**src/rtl/core/tun_pkg.sv**
```systemverilog
// ----------------------------------------------------------------------------
// Triangle unit normal package
// Shared types and constants for the unit normal pipeline.
// ----------------------------------------------------------------------------
`timescale 1ns / 1ps
`default_nettype none

package tun_pkg;

  localparam int unsigned TAG_W = 16;
  localparam int unsigned LANES = 3;

  // Per-request data that rides beside the arithmetic.
  typedef struct packed {
    logic [TAG_W-1:0] tag;
    logic [LANES-1:0] neg;
    logic             degen;
  } side_t;

endpackage

`default_nettype wire

```
**src/rtl/core/tun_root_step.sv**
```systemverilog
// ----------------------------------------------------------------------------
// Root step
// One registered digit step of the scaled square root, three lanes sharing
// the squared length.
// ----------------------------------------------------------------------------
`timescale 1ns / 1ps
`default_nettype none

module tun_root_step
  import tun_pkg::*;
#(
  parameter int unsigned K   = 0,
  parameter int unsigned SSW = 84,
  parameter int unsigned PW  = 100,
  parameter int unsigned RW  = 116,
  parameter int unsigned TW  = 16
) (
  input  logic                       clk_i,
  input  logic                       rst_ni,
  input  logic                       valid_i,
  input  side_t                      side_i,
  input  logic [SSW-1:0]             s_i,
  input  logic [LANES-1:0][RW-1:0]   rem_i,
  input  logic [LANES-1:0][PW-1:0]   p_i,
  input  logic [LANES-1:0][TW-1:0]   t_i,
  output logic                       valid_o,
  output side_t                      side_o,
  output logic [SSW-1:0]             s_o,
  output logic [LANES-1:0][RW-1:0]   rem_o,
  output logic [LANES-1:0][PW-1:0]   p_o,
  output logic [LANES-1:0][TW-1:0]   t_o
);

  logic [LANES-1:0][RW-1:0] rem_d;
  logic [LANES-1:0][PW-1:0] p_d;
  logic [LANES-1:0][TW-1:0] t_d;

  // With P = t*S, setting bit K of t costs S*(t*2^(K+1) + 4^K).
  always_comb begin
    logic [RW-1:0] trial;
    for (int l = 0; l < LANES; l++) begin
      trial = (RW'(p_i[l]) << (K + 1)) + (RW'(s_i) << (2 * K));
      if (rem_i[l] >= trial) begin
        rem_d[l] = rem_i[l] - trial;
        p_d[l]   = p_i[l] + (PW'(s_i) << K);
        t_d[l]   = t_i[l] | (TW'(1) << K);
      end else begin
        rem_d[l] = rem_i[l];
        p_d[l]   = p_i[l];
        t_d[l]   = t_i[l];
      end
    end
  end

  always_ff @(posedge clk_i or negedge rst_ni) begin
    if (!rst_ni) begin
      valid_o <= 1'b0;
    end else begin
      valid_o <= valid_i;
    end
  end

  always_ff @(posedge clk_i) begin
    side_o <= side_i;
    s_o    <= s_i;
    rem_o  <= rem_d;
    p_o    <= p_d;
    t_o    <= t_d;
  end

endmodule

`default_nettype wire

```
**config.mk**
```make
export PLATFORM = sky130hd
export DESIGN_NAME = tun_root_step
export DESIGN_NICKNAME = d
export VERILOG_FILES = /design/src/rtl/core/tun_pkg.sv /design/src/rtl/core/tun_root_step.sv
export SDC_FILE = /design/constraint.sdc
export NUM_CORES = 2
export LEC_CHECK = 0
export BUFFER_PORTS_ARGS = -buffer_cell sky130_fd_sc_hd__clkbuf_2
export CAP_MARGIN = 20
export CORE_AREA = 3 3 630 632
export CTS_CLUSTER_SIZE = 16
export DETAILED_ROUTE_END_ITERATION = 16
export DIE_AREA = 0 0 633 635
export HOLD_SLACK_MARGIN = 0.05
export SETUP_SLACK_MARGIN = 0.05
export SLEW_MARGIN = 20
export SYNTH_ARGS = -nofsm -noshare
export SYNTH_HDL_FRONTEND = slang
export SYNTH_SLANG_ARGS = --single-unit
export TNS_END_PERCENT = 5
```
**constraint.sdc**
```tcl
create_clock -name clk_i -period 0.8 [get_ports clk_i]
set_clock_uncertainty 0.2 [all_clocks]
set_input_delay 0.08 -clock clk_i [delete_from_list [all_inputs] [get_ports clk_i]]
set_output_delay 0.08 -clock clk_i [all_outputs]
set_load 0.02 [all_outputs]
```
==> qor.csv <==
stage;metric;value;unit
sta;final setup vio count;1480;
yosys;synth top area cells;dfxtp_1, ha_1, o21ai_0, a21oi_1, a21o_1;
sta;Final Worst Setup Slack;-5.66;ns
worst_setup_path;Max FO, Critical Path;5;
placed_design;worst slack at placement;-7.35;ns
yosys;predominant post-synthesis flop cell;dfxtp_1;
global_routing;largest net degree at the start of global routing;69;
layout;fin nets;17700;
sta;Final Hold Viols;503;
layout;fraction of layout cells with a size suffix above 1;40.9;%
drt;Remaining DRCs;0;
floorplan;initial core utilization;18.5;%
yosys;register area share after synthesis;22.1;%
power;Pwr per Cell Area;2170;mW/mm²
yosys;FF+latch count, synth;801;
yosys;Synth top cells by count;nand2_1, o21ai_0, a21oi_1, ha_1, dfxtp_1;
cts;total CTS buffers;122;
worst_setup_path;WP buf/inv;6;
worst_setup_path;Critical Path AT;7.09;ns
cts;CTS tree;done;
worst_setup_path;top cell family by delay on the critical path;compound AO/OA/AOI/OAI gates;
floorplan;die area;0.402;mm²
global_routing;initial antenna violation count;226;
sta;Slew Limit Fails;0;
drt;initial DRC count;6629;
worst_setup_path;Largest stage delay, worst path;0.55;ns
yosys;fraction of registers with async set/reset;0.125;%
cts;CTS max path bufs;4;
placed_design;Placed Instances;20200;
yosys;synthesized area;0.0726;mm²
floorplan;core area;0.392;mm²
placed_design;GPL Wtd Cong;1.04;
drt;met3 wire len;31.0;mm
drt;Final ANT Viol Nets;0;
power;Peak VDD IR;1850;µV
layout;final core occ;35.3;%
sta;min Tclk post-route;6.46;ns
worst_setup_path;Critical Path Start;s_i[16];
worst_setup_path;CP Capture Type;flop;
drt;total number of vias;100000;
cts;Clock transition at path regs;0.07;ns
run_status;violated checks;negative hold slack, negative setup slack;
yosys;Syn Area/Cell;7.50;µm²
worst_setup_path;critical path type;primary input to flop;
yosys;Synth area leader;dfxtp_1;
run;max-cap check violation count;0;
layout;Layout area overhead;90.4;%
drt;DR vias/cell;4.67;
worst_setup_path;CP max stage cell;or4_4;
run_status;status;finished, violations left;
worst_setup_path;crit start category;primary input;
sta;worst hold slack;-0.708;ns
drt;met1 WL;217;mm
sta;RSZ-0062 raised after global routing;true;
drt;post-detailed-route wirelength per cell;25.8;µm
global_routing;first-pass GRT wire length;753;mm
power;P_leak;66.4;nW
min_path;Worst Hold Launch;p_i[201];
sta;worst slew pin tran;1.00;ns
floorplan;die width;633;µm
yosys;Synth warnings;0;
yosys;post-synth top area share;22.0;%
yosys;Post-synth EDFFs;0;
sta;Fmax;155;MHz
sta;fin crit share;807;%
global_routing;vias in the first global route;101000;
yosys;Yosys cell types;100;
layout;Cell Count, Final, Fillers Out;21500;
yosys;Synth Instances;9681;
min_path;worst hold-check path type;primary input to flop;
worst_setup_path;worst endpoint required time;1.43;ns
floorplan;IO Pins;1604;
placed_design;number of buffers added on ports;1603;
cts;clock tree sinks;801;
floorplan;chip height;635;µm
cts;H-tree Lvls;3;
placed_design;dpl hpwl;470;mm
drt;WL final;554;mm
drt;WL met2;262;mm
sta;Slew headroom;31.6;%
drt;top sig layer;met5;
yosys;most common cell in the netlist;nand2_1;
global_routing;grt ovf;0;
yosys;syn nets;11300;
drt;DRT Pass-1 Iters;6;
global_routing;GRT Util Overall;26.3;%
cts;root buffer cell;clkbuf_16;
floorplan;Rows;230;
[cell usage in the layout, fill, tap and decap left out, types with 33 or more instances in the layout]
cell | Yosys | final
buf_4 | 1 | 4086
clkbuf_2 | 2 | 1417
nand2_1 | 1206 | 1102
a21oi_1 | 997 | 957
dlygate4sd3_1 | 0 | 878
o21ai_0 | 1026 | 815
dfxtp_1 | 800 | 800
ha_1 | 807 | 795
a21o_1 | 603 | 603
nor2_1 | 494 | 485
xnor2_1 | 479 | 474
xor2_1 | 428 | 422
nand4_1 | 295 | 295
buf_12 | 0 | 270
inv_1 | 258 | 256
o21bai_1 | 182 | 178
nand3_1 | 176 | 168
o21ai_1 | 35 | 154
clkbuf_16 | 0 | 134
nor3_1 | 145 | 127
o21a_1 | 108 | 108
diode_2 | 0 | 107
nor2b_1 | 106 | 102
a31oi_1 | 101 | 88
and3_1 | 88 | 84
o21ai_2 | 2 | 84
nand2b_1 | 80 | 78
nand2_2 | 1 | 72
and2_1 | 55 | 55
a211oi_1 | 66 | 54
o211ai_1 | 49 | 49
o31ai_1 | 56 | 43
a21boi_0 | 40 | 37
buf_6 | 1 | 37
nor4_1 | 45 | 35
a21oi_2 | 1 | 34
nand2_4 | 0 | 33
[path summary, 6_finish.rpt]
kind | endpoint | depth (start not counted)
min | p_o[201] | 3
max in group asynchronous | valid_o | 3
max | rem_o[344] | 33
min in group asynchronous | valid_o | 3
[sequential cells by signal, summed over array words and instances, names as in the netlist]
signal,flops
p_o,300
rem_o,348
s_o,84
side_o,20
t_o,48
valid_o,1
[power breakdown]
group,total (W),switching [W],internal (W)
clock network,0.0612,0.0253,0.0359
logic,0.179,0.0960,0.0828
registers,0.0602,0.00887,0.0513
[logic make-up after synthesis]
| logic type | count (synthesis) | share of synthesized area [%] |
|---|---|---|
| multiplexers | 30 | 0.462 |
| adder cells (fa/ha/maj) | 816 | 14.1 |
| buffers and inverters | 741 | 3.94 |
| XOR/XNOR | 907 | 10.9 |
| AO/OA/AOI/OAI | 3534 | 30.0 |
| flip-flops | 801 | 22.1 |
| AND/OR/NAND/NOR | 2852 | 18.4 |
[per-layer routing]
layer	global-route usage, %	vias up
met1	29.7	47700
met5	0	-
met2	45.3	3318
met3	4.68	1084
met4	17.4	68
li1	-	48200
[cell type report]
class	count	area, µm²
fill	40900	254000
multi-input combinational	8139	56300
timing repair buffer	6751	53800
sequential	801	16000
tap	5220	6530
clock buffer	144	3280
clock inverter	82	1080
inverter	258	973
antenna	107	268
[stage by stage]
step,instance area (µm²),power [W],setup TNS (ns)
after floorplan,72900,0.125,-3359.46
after global placement,121000,0.232,-4879.22
after detailed placement,121000,0.232,-4530.79
after CTS,137000,0.300,-4213.07
after global routing,138000,0.315,-4298.16
final,138000,0.300,-4118.80
[timing repair]
item | in CTS | in global routing
hold buffers | 879 | 1
gates resized for setup | 454 | 398
hold endpoints to repair | 802 | 622
endpoints found under the setup margin | 1452 | 1480
cloned | 28 | 8
pin swaps | 166 | 96
buffers inserted | 52 | 22
No activity file was read; power rests on OpenSTA's default activity.
